<file path="config.mk">
export PLATFORM = sky130hd
export DESIGN_NAME = intel_hex_to_word_stream_flat
export DESIGN_NICKNAME = d
export VERILOG_FILES = /design/src/ihex_pkg.sv /design/src/ihex_if.sv /design/src/ihex_in_reg.sv /design/src/ihex_parser.sv /design/src/ihex_out_reg.sv /design/src/intel_hex_to_word_stream.sv /design/src/flat_wrapper.sv
export SDC_FILE = /design/constraint.sdc
export NUM_CORES = 1
export LEC_CHECK = 0
export BUFFER_PORTS_ARGS = -buffer_cell sky130_fd_sc_hd__buf_4
export CAP_MARGIN = 40
export CORE_MARGIN = 1.5
export CORE_UTILIZATION = 39
export DETAILED_ROUTE_END_ITERATION = 8
export PLACE_DENSITY = 0.61
export RECOVER_POWER = 50
export SKIP_CTS_REPAIR_TIMING = 1
export SLEW_MARGIN = 5
export SYNTH_ARGS = -nofsm -noshare
export SYNTH_HDL_FRONTEND = slang
export SYNTH_SLANG_ARGS = --single-unit
</file>
<file path="constraint.sdc">
create_clock -name i_clk -period 10 [get_ports i_clk]
set_clock_uncertainty 0.1 [all_clocks]
set_input_delay 1 -clock i_clk [delete_from_list [all_inputs] [get_ports i_clk]]
set_output_delay 1 -clock i_clk [all_outputs]
set_load 0.005 [all_outputs]
</file>
<file path="src/ihex_pkg.sv">
// Shared types, constants and the hex digit decoder for the Intel HEX word stream block.
// No dependencies; every other file refers to this package by scoped names.
`default_nettype none

package ihex_pkg;

    // Payload widths
    localparam int CHAR_W      = 8;
    localparam int ADDR_W      = 31;
    localparam int DATA_W      = 16;
    localparam int LINE_OUT_W  = 16;

    // Default of the internal line counter width
    localparam int LINE_NUMBER_BITS_DEF = 16;

    // Character codes
    localparam logic [CHAR_W-1:0] CH_LF    = 8'd10;
    localparam logic [CHAR_W-1:0] CH_COLON = 8'd58;

    // Record types that are acted on
    localparam logic [7:0] REC_DATA    = 8'h00;
    localparam logic [7:0] REC_EXT_LIN = 8'h04;

    // Result kinds
    localparam logic KIND_WORD  = 1'b0;
    localparam logic KIND_ERROR = 1'b1;

    // Saturation value of the reported line number
    localparam logic [LINE_OUT_W-1:0] LINE_OUT_MAX = 16'hFFFF;

    // One character beat held in the input register
    typedef struct packed {
        logic              valid;
        logic [CHAR_W-1:0] code;
    } t_char_beat;

    // One result beat from the parser to the output register
    typedef struct packed {
        logic                  valid;
        logic                  kind;
        logic [ADDR_W-1:0]     word_address;
        logic [DATA_W-1:0]     word_data;
        logic [LINE_OUT_W-1:0] error_line;
    } t_result;

    // Decoded hex digit
    typedef struct packed {
        logic       ok;
        logic [3:0] value;
    } t_hex;

    // Decode one ASCII hex digit, either case
    function automatic t_hex hex_decode(input logic [CHAR_W-1:0] c);
        t_hex h;
        h.ok    = 1'b0;
        h.value = 4'd0;
        if (c >= 8'd48 && c <= 8'd57) begin
            h.ok    = 1'b1;
            h.value = 4'(c - 8'd48);
        end else if (c >= 8'd65 && c <= 8'd70) begin
            h.ok    = 1'b1;
            h.value = 4'(c - 8'd55);
        end else if (c >= 8'd97 && c <= 8'd102) begin
            h.ok    = 1'b1;
            h.value = 4'(c - 8'd87);
        end
        return h;
    endfunction

endpackage

`default_nettype wire

</file>
<file path="src/ihex_if.sv">
// Valid/ready channel interfaces: character input and word/error result output.
// Depends on ihex_pkg for payload widths.
`default_nettype none

interface ihex_char_if;
    logic                         valid;
    logic                         ready;
    logic [ihex_pkg::CHAR_W-1:0]  char_code;

    modport source (output valid, output char_code, input ready);
    modport sink   (input valid, input char_code, output ready);
endinterface

interface ihex_res_if;
    logic                             valid;
    logic                             ready;
    logic                             result_kind;
    logic [ihex_pkg::ADDR_W-1:0]      word_address;
    logic [ihex_pkg::DATA_W-1:0]      word_data;
    logic [ihex_pkg::LINE_OUT_W-1:0]  error_line;

    modport source (output valid, output result_kind, output word_address,
                    output word_data, output error_line, input ready);
    modport sink   (input valid, input result_kind, input word_address,
                    input word_data, input error_line, output ready);
endinterface

`default_nettype wire

</file>
<file path="src/ihex_in_reg.sv">
// Input register: captures one character beat and holds it until the parser takes it.
// Depends on ihex_pkg and ihex_char_if.
`default_nettype none

module ihex_in_reg (
    input  wire                   i_clk,
    input  wire                   i_rst_n,
    ihex_char_if.sink             i_char,
    input  wire                   i_advance,
    output ihex_pkg::t_char_beat  o_item
);

    logic                        r_valid;
    logic [ihex_pkg::CHAR_W-1:0] r_code;
    logic                        ready;

    // Free when empty or when the held beat is consumed this cycle
    assign ready        = !r_valid || i_advance;
    assign i_char.ready = ready;

    // Hold the valid flag
    always_ff @(posedge i_clk) begin
        if (!i_rst_n) begin
            r_valid <= 1'b0;
        end else if (ready) begin
            r_valid <= i_char.valid;
        end
    end

    // Load the character
    always_ff @(posedge i_clk) begin
        if (ready && i_char.valid) begin
            r_code <= i_char.char_code;
        end
    end

    assign o_item.valid = r_valid;
    assign o_item.code  = r_code;

endmodule

`default_nettype wire

</file>
<file path="src/ihex_parser.sv">
// Record parser: field state, hex decode, word pairing and error detection.
// Depends on ihex_pkg; takes a beat from ihex_in_reg and feeds ihex_out_reg.
`default_nettype none

module ihex_parser #(
    parameter int LINE_NUMBER_BITS = ihex_pkg::LINE_NUMBER_BITS_DEF
) (
    input  wire                        i_clk,
    input  wire                        i_rst_n,
    input  wire ihex_pkg::t_char_beat  i_item,
    input  wire                        i_out_free,
    output logic                       o_advance,
    output ihex_pkg::t_result          o_res
);

    // Field phases
    localparam logic [2:0] PH_START = 3'd0;
    localparam logic [2:0] PH_COUNT = 3'd1;
    localparam logic [2:0] PH_ADDR  = 3'd2;
    localparam logic [2:0] PH_TYPE  = 3'd3;
    localparam logic [2:0] PH_DATA  = 3'd4;
    localparam logic [2:0] PH_TAIL  = 3'd5;

    logic [2:0]                  r_phase,  n_phase;
    logic [1:0]                  r_nib,    n_nib;
    logic [7:0]                  r_count,  n_count;
    logic [7:0]                  r_didx,   n_didx;
    logic [15:0]                 r_addr,   n_addr;
    logic [7:0]                  r_type,   n_type;
    logic [7:0]                  r_pend,   n_pend;
    logic [15:0]                 r_upper,  n_upper;
    logic [LINE_NUMBER_BITS-1:0] r_line,   n_line;
    logic                        r_err,    n_err;
    logic [3:0]                  r_high,   n_high;

    ihex_pkg::t_hex              hexd;
    logic                        err;
    logic                        emit;
    logic [7:0]                  lo_byte;
    logic [7:0]                  hi_byte;
    logic [7:0]                  byte_v;
    logic [7:0]                  didx_inc;
    logic [31:0]                 byte_base;
    logic [ihex_pkg::ADDR_W-1:0] word_addr;
    logic [LINE_NUMBER_BITS-1:0] line_num;
    logic [31:0]                 line_wide;
    logic [ihex_pkg::LINE_OUT_W-1:0] err_line;

    assign o_advance = i_item.valid && i_out_free;

    // Decode the character and the datapath pieces
    assign hexd      = ihex_pkg::hex_decode(i_item.code);
    assign byte_v    = {r_high, hexd.value};
    assign didx_inc  = r_didx + 8'd1;
    assign byte_base = {r_upper, r_addr};
    assign word_addr = byte_base[31:1] + {{(ihex_pkg::ADDR_W-7){1'b0}}, r_didx[7:1]};

    // One-based line number, saturated to the counter and then to the port width
    assign line_num  = (r_line == '1) ? r_line : r_line + 1'b1;
    assign line_wide = 32'(line_num);
    assign err_line  = (line_wide > 32'(ihex_pkg::LINE_OUT_MAX)) ?
                       ihex_pkg::LINE_OUT_MAX : line_wide[ihex_pkg::LINE_OUT_W-1:0];

    // Advance the field state for one character
    always_comb begin
        n_phase = r_phase;
        n_nib   = r_nib;
        n_count = r_count;
        n_didx  = r_didx;
        n_addr  = r_addr;
        n_type  = r_type;
        n_pend  = r_pend;
        n_upper = r_upper;
        n_line  = r_line;
        n_err   = r_err;
        n_high  = r_high;
        err     = 1'b0;
        emit    = 1'b0;
        lo_byte = 8'd0;
        hi_byte = 8'd0;

        if (o_advance && !r_err) begin
            if (i_item.code == ihex_pkg::CH_LF) begin
                if (r_phase != PH_START && r_phase != PH_TAIL) begin
                    err = 1'b1;
                end else begin
                    n_phase = PH_START;
                    n_nib   = 2'd0;
                    if (r_line != '1) begin
                        n_line = r_line + 1'b1;
                    end
                end
            end else if (r_phase == PH_START) begin
                if (i_item.code != ihex_pkg::CH_COLON) begin
                    err = 1'b1;
                end else begin
                    n_phase = PH_COUNT;
                    n_nib   = 2'd0;
                    n_count = 8'd0;
                    n_addr  = 16'd0;
                    n_type  = 8'd0;
                    n_didx  = 8'd0;
                end
            end else if (r_phase != PH_TAIL) begin
                if (!hexd.ok) begin
                    err = 1'b1;
                end else begin
                    unique case (r_phase)
                        PH_COUNT: begin
                            n_count = {r_count[3:0], hexd.value};
                            if (r_nib == 2'd1) begin
                                n_nib   = 2'd0;
                                n_phase = PH_ADDR;
                            end else begin
                                n_nib = r_nib + 2'd1;
                            end
                        end
                        PH_ADDR: begin
                            n_addr = {r_addr[11:0], hexd.value};
                            if (r_nib == 2'd3) begin
                                n_nib   = 2'd0;
                                n_phase = PH_TYPE;
                            end else begin
                                n_nib = r_nib + 2'd1;
                            end
                        end
                        PH_TYPE: begin
                            n_type = {r_type[3:0], hexd.value};
                            if (r_nib == 2'd1) begin
                                n_nib   = 2'd0;
                                n_phase = (r_count != 8'd0) ? PH_DATA : PH_TAIL;
                            end else begin
                                n_nib = r_nib + 2'd1;
                            end
                        end
                        PH_DATA: begin
                            if (r_nib == 2'd0) begin
                                n_high = hexd.value;
                                n_nib  = 2'd1;
                            end else begin
                                n_nib = 2'd0;
                                if (r_type == ihex_pkg::REC_DATA) begin
                                    // Pair bytes little-endian; odd last byte pads high
                                    if (!r_didx[0]) begin
                                        n_pend = byte_v;
                                        if (didx_inc == r_count) begin
                                            emit    = 1'b1;
                                            lo_byte = byte_v;
                                        end
                                    end else begin
                                        emit    = 1'b1;
                                        lo_byte = r_pend;
                                        hi_byte = byte_v;
                                    end
                                end else if (r_type == ihex_pkg::REC_EXT_LIN) begin
                                    if (r_didx == 8'd0) begin
                                        n_pend = byte_v;
                                    end else if (r_didx == 8'd1) begin
                                        n_upper = {r_pend, byte_v};
                                    end
                                end
                                n_didx = didx_inc;
                                if (didx_inc == r_count) begin
                                    n_phase = PH_TAIL;
                                end
                            end
                        end
                        default: begin
                            n_phase = r_phase;
                        end
                    endcase
                end
            end
        end

        // Build the result beat
        o_res = '0;
        if (err) begin
            n_err            = 1'b1;
            o_res.valid      = 1'b1;
            o_res.kind       = ihex_pkg::KIND_ERROR;
            o_res.error_line = err_line;
        end else if (emit) begin
            o_res.valid        = 1'b1;
            o_res.kind         = ihex_pkg::KIND_WORD;
            o_res.word_address = word_addr;
            o_res.word_data    = {hi_byte, lo_byte};
        end
    end

    // State registers
    always_ff @(posedge i_clk) begin
        if (!i_rst_n) begin
            r_phase <= PH_START;
            r_nib   <= 2'd0;
            r_count <= 8'd0;
            r_didx  <= 8'd0;
            r_addr  <= 16'd0;
            r_type  <= 8'd0;
            r_pend  <= 8'd0;
            r_upper <= 16'd0;
            r_line  <= '0;
            r_err   <= 1'b0;
            r_high  <= 4'd0;
        end else begin
            r_phase <= n_phase;
            r_nib   <= n_nib;
            r_count <= n_count;
            r_didx  <= n_didx;
            r_addr  <= n_addr;
            r_type  <= n_type;
            r_pend  <= n_pend;
            r_upper <= n_upper;
            r_line  <= n_line;
            r_err   <= n_err;
            r_high  <= n_high;
        end
    end

`ifndef SYNTHESIS
    a_err_sticky: assert property (@(posedge i_clk) disable iff (!i_rst_n)
        r_err |=> r_err)
        else $error("error flag cleared without reset");

    a_quiet_after_err: assert property (@(posedge i_clk) disable iff (!i_rst_n)
        r_err |-> !o_res.valid)
        else $error("result produced after sticky error");

    a_res_on_advance: assert property (@(posedge i_clk) disable iff (!i_rst_n)
        o_res.valid |-> o_advance)
        else $error("result produced without a consumed beat");

    a_err_fields: assert property (@(posedge i_clk) disable iff (!i_rst_n)
        (o_res.valid && o_res.kind == ihex_pkg::KIND_ERROR) |->
        (o_res.word_address == '0 && o_res.word_data == '0 && o_res.error_line != '0))
        else $error("malformed error result");

    a_word_in_data: assert property (@(posedge i_clk) disable iff (!i_rst_n)
        (o_res.valid && o_res.kind == ihex_pkg::KIND_WORD) |->
        (r_phase == PH_DATA && r_nib == 2'd1 && r_type == ihex_pkg::REC_DATA
         && o_res.error_line == '0))
        else $error("word emitted outside a data byte");
`endif

endmodule

`default_nettype wire

</file>
<file path="src/ihex_out_reg.sv">
// Result register: holds one result beat until the downstream side takes it.
// Depends on ihex_pkg and ihex_res_if.
`default_nettype none

module ihex_out_reg (
    input  wire                     i_clk,
    input  wire                     i_rst_n,
    input  wire ihex_pkg::t_result  i_res,
    output logic                    o_free,
    ihex_res_if.source              o_res
);

    logic                                r_valid;
    logic                                r_kind;
    logic [ihex_pkg::ADDR_W-1:0]         r_addr;
    logic [ihex_pkg::DATA_W-1:0]         r_data;
    logic [ihex_pkg::LINE_OUT_W-1:0]     r_line;

    // Free when empty or when the held beat leaves this cycle
    assign o_free = !r_valid || o_res.ready;

    // Hold the valid flag
    always_ff @(posedge i_clk) begin
        if (!i_rst_n) begin
            r_valid <= 1'b0;
        end else if (o_free) begin
            r_valid <= i_res.valid;
        end
    end

    // Load the payload
    always_ff @(posedge i_clk) begin
        if (o_free && i_res.valid) begin
            r_kind <= i_res.kind;
            r_addr <= i_res.word_address;
            r_data <= i_res.word_data;
            r_line <= i_res.error_line;
        end
    end

    assign o_res.valid        = r_valid;
    assign o_res.result_kind  = r_kind;
    assign o_res.word_address = r_addr;
    assign o_res.word_data    = r_data;
    assign o_res.error_line   = r_line;

endmodule

`default_nettype wire

</file>
<file path="src/intel_hex_to_word_stream.sv">
// Intel HEX to word stream. Feed the text of a HEX file one character per beat; data
// records come out as 16-bit words (first byte low) at word address
// ((upper << 16) | record address) / 2 plus the pair index, where upper is set by
// extended linear address records. Other record types and the checksum are skipped.
// A line without a leading colon, a bad hex digit or a line cut short gives one error
// beat carrying the one-based line number; after that the block swallows all input
// until reset. The block takes one character every clock cycle unless the result side
// holds ready low, which is the only stall; each character waits in the input register
// and its result is loaded into the result register when the parser consumes it.
// Depends on ihex_pkg, ihex_if, ihex_in_reg, ihex_parser and ihex_out_reg.
`default_nettype none

module intel_hex_to_word_stream #(
    parameter int LINE_NUMBER_BITS = ihex_pkg::LINE_NUMBER_BITS_DEF
) (
    input  wire         i_clk,
    input  wire         i_rst_n,
    ihex_char_if.sink   i_char,
    ihex_res_if.source  o_res
);

    ihex_pkg::t_char_beat item;
    ihex_pkg::t_result    res;
    logic                 advance;
    logic                 out_free;

    // Capture characters
    ihex_in_reg u_in_reg (
        .i_clk     (i_clk),
        .i_rst_n   (i_rst_n),
        .i_char    (i_char),
        .i_advance (advance),
        .o_item    (item)
    );

    // Parse records
    ihex_parser #(
        .LINE_NUMBER_BITS (LINE_NUMBER_BITS)
    ) u_parser (
        .i_clk      (i_clk),
        .i_rst_n    (i_rst_n),
        .i_item     (item),
        .i_out_free (out_free),
        .o_advance  (advance),
        .o_res      (res)
    );

    // Hold results
    ihex_out_reg u_out_reg (
        .i_clk   (i_clk),
        .i_rst_n (i_rst_n),
        .i_res   (res),
        .o_free  (out_free),
        .o_res   (o_res)
    );

endmodule

`default_nettype wire

</file>
<file path="src/flat_wrapper.sv">
// flat-port wrapper written by rule: the top's interface ports become plain ports
module intel_hex_to_word_stream_flat 
#(
    parameter int LINE_NUMBER_BITS = ihex_pkg::LINE_NUMBER_BITS_DEF
)
  (i_clk, i_rst_n, i_char_valid, i_char_char_code, i_char_ready, o_res_valid, o_res_result_kind, o_res_word_address, o_res_word_data, o_res_error_line, o_res_ready);
  ihex_char_if i_char_i ();
  ihex_res_if o_res_i ();
  input  wire i_clk;
  input  wire i_rst_n;
  input wire logic [$bits(i_char_i.valid)-1:0] i_char_valid;
  input wire logic [$bits(i_char_i.char_code)-1:0] i_char_char_code;
  output wire logic [$bits(i_char_i.ready)-1:0] i_char_ready;
  output wire logic [$bits(o_res_i.valid)-1:0] o_res_valid;
  output wire logic [$bits(o_res_i.result_kind)-1:0] o_res_result_kind;
  output wire logic [$bits(o_res_i.word_address)-1:0] o_res_word_address;
  output wire logic [$bits(o_res_i.word_data)-1:0] o_res_word_data;
  output wire logic [$bits(o_res_i.error_line)-1:0] o_res_error_line;
  input wire logic [$bits(o_res_i.ready)-1:0] o_res_ready;
  assign i_char_i.valid = i_char_valid;
  assign i_char_i.char_code = i_char_char_code;
  assign i_char_ready = i_char_i.ready;
  assign o_res_valid = o_res_i.valid;
  assign o_res_result_kind = o_res_i.result_kind;
  assign o_res_word_address = o_res_i.word_address;
  assign o_res_word_data = o_res_i.word_data;
  assign o_res_error_line = o_res_i.error_line;
  assign o_res_i.ready = o_res_ready;
  intel_hex_to_word_stream #(.LINE_NUMBER_BITS(LINE_NUMBER_BITS)) u_core (.i_clk(i_clk), .i_rst_n(i_rst_n), .i_char(i_char_i), .o_res(o_res_i));
endmodule
</file>
==> results of run 1 <==
==> Yosys cell counts (6+ instances only) <==
cell type,count
o21ai_0,20
and2_1,8
clkbuf_1,37
edfxtp_1,72
o211ai_1,9
mux2i_1,39
or4_1,17
dfxtp_1,92
nand3_1,68
nor2_1,64
ha_1,19
nor4_1,7
nand2_1,96
nor3_1,11
o31ai_1,22
inv_1,20
nand4_1,20
or3_1,12
buf_2,12
xor2_1,19
xnor2_1,21
and3_1,18
a211oi_1,7
a21oi_1,79
o221ai_1,6
==> cells by family after synthesis <==
kind of cell,Yosys count
DFF,164
muxes,40
adders and majority gates,20
buffers and inverters,77
and+or+nand+nor,351
xor gates and xnor gates,40
AOI/OAI and AO/OA,192
==> layout make-up <==
| class | count | share of cell area |
|---|---|---|
| Clock buffer | 20 | 0.0462 |
| Clock inverter | 12 | 0.0110 |
| Inverter | 23 | 0.00893 |
| Multi-Input combinational cell | 643 | 0.418 |
| Sequential cell | 164 | 0.414 |
| Tap cell | 275 | 0.0356 |
| Timing Repair Buffer | 86 | 0.0664 |
==> placed cells by master, fill, tap and decap left out, drive strengths merged, types with 4 or more instances in the layout <==
| cell | n |
|---|---|
| a2111oi | 4 |
| a211o | 4 |
| a211oi | 9 |
| a21oi | 79 |
| and2 | 9 |
| and3 | 19 |
| and4 | 4 |
| buf | 10 |
| clkbuf | 96 |
| clkinv | 7 |
| clkinvlp | 4 |
| dfxtp | 92 |
| edfxtp | 72 |
| ha | 19 |
| inv | 23 |
| mux2i | 39 |
| nand2 | 96 |
| nand2b | 4 |
| nand3 | 70 |
| nand4 | 20 |
| nor2 | 64 |
| nor2b | 5 |
| nor3 | 12 |
| nor4 | 7 |
| o211ai | 9 |
| o21ai | 22 |
| o221ai | 6 |
| o31ai | 22 |
| or3 | 12 |
| or4 | 17 |
| xnor2 | 21 |
| xor2 | 19 |
==> layer usage <==
layer / GRT usage / part of all wire / up-vias
met5: 0 / 0 / -
met4: 0.0832 / 0.031 / 0
met3: 0.0360 / 0.051 / 42
met2: 0.273 / 0.45 / 195
met1: 0.241 / 0.47 / 3141
li1: - / - / 3363
==> report_power, final <==
part           total, uW  switching, uW  internal, uW
Sequential           720           6.46           713
Combinational       54.6           34.2          20.4
Clock                614            266           348
Total               1390            307          1080
==> tightest hold or removal path, stage by stage, from the launching register on <==
cell     delay, ns
dfxtp_1       0.31
nand2_1       0.05
mux2i_1       0.05
==> per-stage QoR <==
step	util	hold slack [ns]	area, um^2	std cells	setup WS (ns)
after detailed placement	0.434	0.355	9130	1191	5.74
after floorplan	-	0.334	8370	884	5.66
after CTS	0.461	0.364	9680	1223	5.75
after global routing	0.460	0.373	9670	1223	4.33
after global placement	0.433	0.350	9100	1188	5.88
final	0.460	0.359	9670	1223	4.79
==> state kept, by name, summed over array words and instances, names as in the netlist, 8 cells and up <==
| signal | cells |
|---|---|
| u_core.u_in_reg.r_code | 8 |
| u_core.u_out_reg.o_res.word_address | 31 |
| u_core.u_parser.r_didx | 8 |
| u_core.u_parser.r_pend | 8 |
| u_core.u_out_reg.o_res.error_line | 16 |
| u_core.u_parser.r_count | 8 |
| u_core.u_parser.r_line | 16 |
| u_core.u_out_reg.o_res.word_data | 16 |
| u_core.u_parser.r_addr | 16 |
| u_core.u_parser.r_upper | 16 |
| u_core.u_parser.r_type | 8 |
==> worst paths after layout <==
path                                             to                       from  depth (start not counted)
max                      u_core.u_parser.r_count[1]                    i_rst_n                          5
min                       u_core.u_parser.r_type[5]  u_core.u_parser.r_type[5]                          2
max reg2reg  u_core.u_out_reg.o_res.word_address[0]  u_core.u_parser.r_didx[0]                          8
min reg2reg               u_core.u_parser.r_type[5]  u_core.u_parser.r_type[5]                          2
==> run_results.csv, run 1 <==
group,metric,value,unit
run_status,outcome,"finished, violations left",
run_status,violations,"max-capacitance violations, max-slew violations",
setup_path,path_max_fanout,76,
sta,final_max_slew_viol_count,129,
logic_synthesis,synth_top_area_cell,"edfxtp_1",
sta,rsz0062_at_grt,"false",
power_and_ir_drop,power.leakage,0.00321,uW
clock_network,clk_pin_slew,0.06,ns
finish,fin_nets,967,
sta,setup_viol,0,
grt,antenna_found_initial,0,
finish,fillCellCount,2064,
routing,wl,19.4,mm
grt,grt_max_degree,77,
grt,gr-total-overflow,0,
setup_path,path_buf_inv,3,
clock_network,cts_tree,"built",
logic_synthesis,synth_area,8370,um^2
logic_synthesis,yosysTopAreaCellShare,0.258,
setup_path,endpoint_kind,"register",
routing,ant_nets,0,
clock_network,clk_latency,0.44,ns
logic_synthesis,synth_xor_area_frac,0.0419,
sta,hold_viol_final,0,
setup_path,slowest_stage,"clkbuf_1",
setup_path,required,10.25,ns
die,dieArea,22300,um^2
setup_path,crit_chain,"clkbuf_1 > clkinv_1 > clkbuf_1 > or3_1 > mux2i_1",
sta,tns,0,ns
placement,io_buffer_count,77,
clock_network,cts-root-buf,"clkbuf_16",
routing,drt_iter0_markers,435,
die,rows,53,
logic_synthesis,yosys.area_share.adder,0.0308,
routing,wl_per_cell,15.9,um
sta,worst_pin_slew,3.09,ns
job,cap_viol_max_count,2,
setup_path,r2r_slack,5.73,ns
logic_synthesis,synth-simple-area-share,0.213,
logic_synthesis,yosysSeqAreaShare,0.479,
placement,gp_congestion,0.846,
logic_synthesis,synthDistinctLibCells,73,
setup_path,cpMostUsedCell,"clkbuf_1",
routing,firstDrtPassIters,7,
finish,post_route_cells_drive_above_1_share,0.135,
power_and_ir_drop,power.density,144,nW/um^2
die,initial_utilization,0.398,
logic_synthesis,synth_edf_count,72,
logic_synthesis,synthFlopType,"dfxtp_1",
die,die_w,149,um
setup_path,max_stage_delay,2.15,ns
sta,fin_crit_sh,0.521,
logic_synthesis,async_flop_share,0,
power_and_ir_drop,worst_ir_drop_vdd,0.110,mV
logic_synthesis,ys_seq_elements,164,
finish,diodes,0,
setup_path,critPathKind,"input port to register",
setup_path,arrival,5.46,ns
setup_path,path_delay_family,"buffers and inverters",
logic_synthesis,synth_mux_area_frac,0.0480,
logic_synthesis,synth_cells,884,
placement,dpl.hpwl,13.7,mm
die,dieHeight,149,um
logic_synthesis,synth_top_family_by_area,"simple AND/OR/NAND/NOR gates",
finish,multi_input_area,4040,um^2
die,ios,78,
routing,num_vias,6741,
power_and_ir_drop,finalPower,1390,uW
routing,via_per_inst,5.51,
clock_network,cts_buffer_depth,2,
sta,fmax,192,MHz
grt,first_global_vias,6192,
clock_network,htreeDepth,4,
grt,grt_usage,0.178,
finish,seq_area,4000,um^2
worst_hold_path,hold_path.class,"register to register",
logic_synthesis,synth_compound_gate_area_share,0.150,
sta,min_period,5.21,ns
setup_path,cp-start-kind,"input port",
clock_network,cts_buffers,17,
grt,grt_pass1_wl,31.5,mm
finish,area_delta_synth_final,15.6,%
logic_synthesis,synth_top_cells_by_area,"edfxtp_1 (26%), dfxtp_1 (22%), a21oi_1 (4.7%), mux2i_1 (4.7%), nand2_1 (4.3%)",
sta,slew_headroom,-1.06,
logic_synthesis,yosysWarnings,0,
logic_synthesis,syn-num-nets,916,
die,core_area,21000,um^2
logic_synthesis,syn_avg_cell_area,9.46,um^2
clock_network,clock-sinks,164,
routing,drc,0,
Note: power is estimated with default switching activity, not from simulation.
==> run 2, diff against run 1 <==
==> constraint.sdc (replaced) <==
create_clock -name i_clk -period 4.8 [get_ports i_clk]
set_clock_uncertainty 0.1 [all_clocks]
set_input_delay 0.48 -clock i_clk [delete_from_list [all_inputs] [get_ports i_clk]]
set_output_delay 0.48 -clock i_clk [all_outputs]
set_load 0.005 [all_outputs]
==> run 2 against run 1 <==
Critical path type is now register to register. Die area unchanged. Register-to-register slack worse by 4.9 ns. Sequential cell count unchanged. The run now ends clean.
==> run_results.csv, run 2 (synthesized netlist as in run 1, its figures left out) <==
group,metric,value,unit
setup_path,crit_chain,"ha_1 > nand3_1 > a311oi_1 > o221ai_1 > a211oi_1 > o21ai_2 > nand2_2 > buf_12",
worst_hold_path,min_path_cells,1,
placement,io_buffer_count,77,
die,dieHeight,149,um
routing,drt_iter0_markers,570,
placement,numPlacedInstances,1195,
job,cap_viol_max_count,0,
sta,min_period,3.99,ns
clock_network,htreeDepth,4,
clock_network,clk_latency,0.42,ns
setup_path,max_stage_delay,0.91,ns
worst_hold_path,hold_path.startpoint,"i_char_char_code[6]",
setup_path,path_delay_family,"compound AO/OA/AOI/OAI gates",
grt,gr-total-overflow,0,
routing,num_vias,6723,
die,core_area,21000,um^2
setup_path,endpoint_kind,"register",
die,rows,53,
run_status,outcome,"finished, final reports clean",
setup_path,slowest_stage,"a211oi_1",
setup_path,cp-start-kind,"register",
finish,post_route_cells_drive_above_1_share,0.134,
clock_network,clock-sinks,164,
sta,hold_viol_final,0,
setup_path,arrival,3.99,ns
finish,final_common_cell,"nand2_1",
finish,fillCellCount,2029,
power_and_ir_drop,power.leakage,0.00326,uW
routing,ant_nets,0,
sta,slew_headroom,0.207,
setup_path,crit-reg2reg-launch,"u_core.u_parser.r_didx[0]",
sta,tns,0,ns
finish,seq_area,4000,um^2
setup_path,r2r_cells,8,
setup_path,critPathKind,"register to register",
placement,dp_slack,1.24,ns
routing,drc,0,
die,die_w,149,um
sta,setup_slack,0.813,ns
clock_network,cts_buffers,17,
finish,fin_cells,1227,
sta,worst_pin_slew,1.19,ns
placement,dpl.hpwl,13.7,mm
setup_path,path_buf_inv,1,
setup_path,cp.depth,8,
finish,multi_input_area,4000,um^2
clock_network,clk_pin_slew,0.06,ns
sta,setup_viol,0,
sta,final_max_slew_viol_count,0,
finish,fin_nets,971,
grt,grt_usage,0.177,
finish,area_delta_synth_final,16.2,%
clock_network,cts-root-buf,"clkbuf_16",
sta,rsz0062_at_grt,"false",
die,initial_utilization,0.398,
power_and_ir_drop,power.density,304,nW/um^2
routing,wl_per_cell,15.8,um
setup_path,path_max_fanout,41,
finish,diodes,0,
placement,gp_congestion,0.869,
finish,final_cell_mix,"nand2_1 (95), dfxtp_1 (92), a21oi_1 (79)",
routing,firstDrtPassIters,5,
finish,largest_register_ffs,31,
grt,grt_pass1_wl,31.2,mm
setup_path,setup.worst_path.start,"u_core.u_parser.r_didx[0]",
grt,first_global_vias,5932,
power_and_ir_drop,worst_ir_drop_vdd,0.238,mV
die,ios,78,
sta,fin_crit_sh,0.831,
routing,wl,19.4,mm
worst_hold_path,hold_path.class,"input port to register",
setup_path,required,4.81,ns
clock_network,cts_tree,"built",
sta,fmax,251,MHz
power_and_ir_drop,finalPower,2960,uW
clock_network,cts_buffer_depth,2,
grt,antenna_found_initial,0,
die,dieArea,22300,um^2
finish,utilization,0.462,
grt,grt_max_degree,77,
routing,via_per_inst,5.48,
## run 2: changes by cell type in the layout (fill, tap and decap cells not counted), sizes merged
cell and change:
inv -1, clkbuf +1, buf +4, clkinv +1
clkinvlp -2, bufinv +1
## run 2: area by class of cell
cell class                 count  area share
clock buffer                  21      0.0474
timing repair buffer          90      0.0717
sequential                   164       0.412
multi-input combinational    643       0.412
clock inverter                11      0.0131
tap                          275      0.0354
inverter                      23     0.00888
## run 2: power by group
part           switching [uW]  internal, uW  total, uW
sequential               12.7          1490       1500
combinational            70.8          44.2        115
clock                     547           796       1340
## run 2: metal layers
layer	vias to the layer above	share of wire	global-route usage
met5	-	0	0
met4	0	0.021	0.0584
met3	28	0.049	0.0405
met2	171	0.45	0.271
met1	3140	0.48	0.247
li1	3384	-	-
## run 2: worst reg2reg max path: stages, from the launching register on
cell and delay (ns):
dfxtp_1 0.50, ha_1 0.47, nand3_1 0.21, a311oi_1 0.33, o221ai_1 0.19, a211oi_1 0.91
o21ai_2 0.12, nand2_2 0.49, buf_12 0.29
## run 2: through the flow
step / hold slack, ns / instance area (um^2)
2_1_floorplan: 0.334 / 8370
3_5_place_dp: 0.350 / 9190
3_3_place_gp: 0.346 / 9150
6_report: 0.150 / 9720
5_1_grt: 0.128 / 9720
4_1_cts: 0.114 / 9770
## run 2: final timing paths
kind / to / slack, ns
setup / recovery: u_core.u_out_reg.o_res.word_address[29] / 0.81
hold / removal: u_core.u_in_reg.r_code[6] / 0.15
setup reg to reg: u_core.u_out_reg.o_res.word_address[29] / 0.81
hold reg to reg: u_core.u_parser.r_type[6] / 0.36
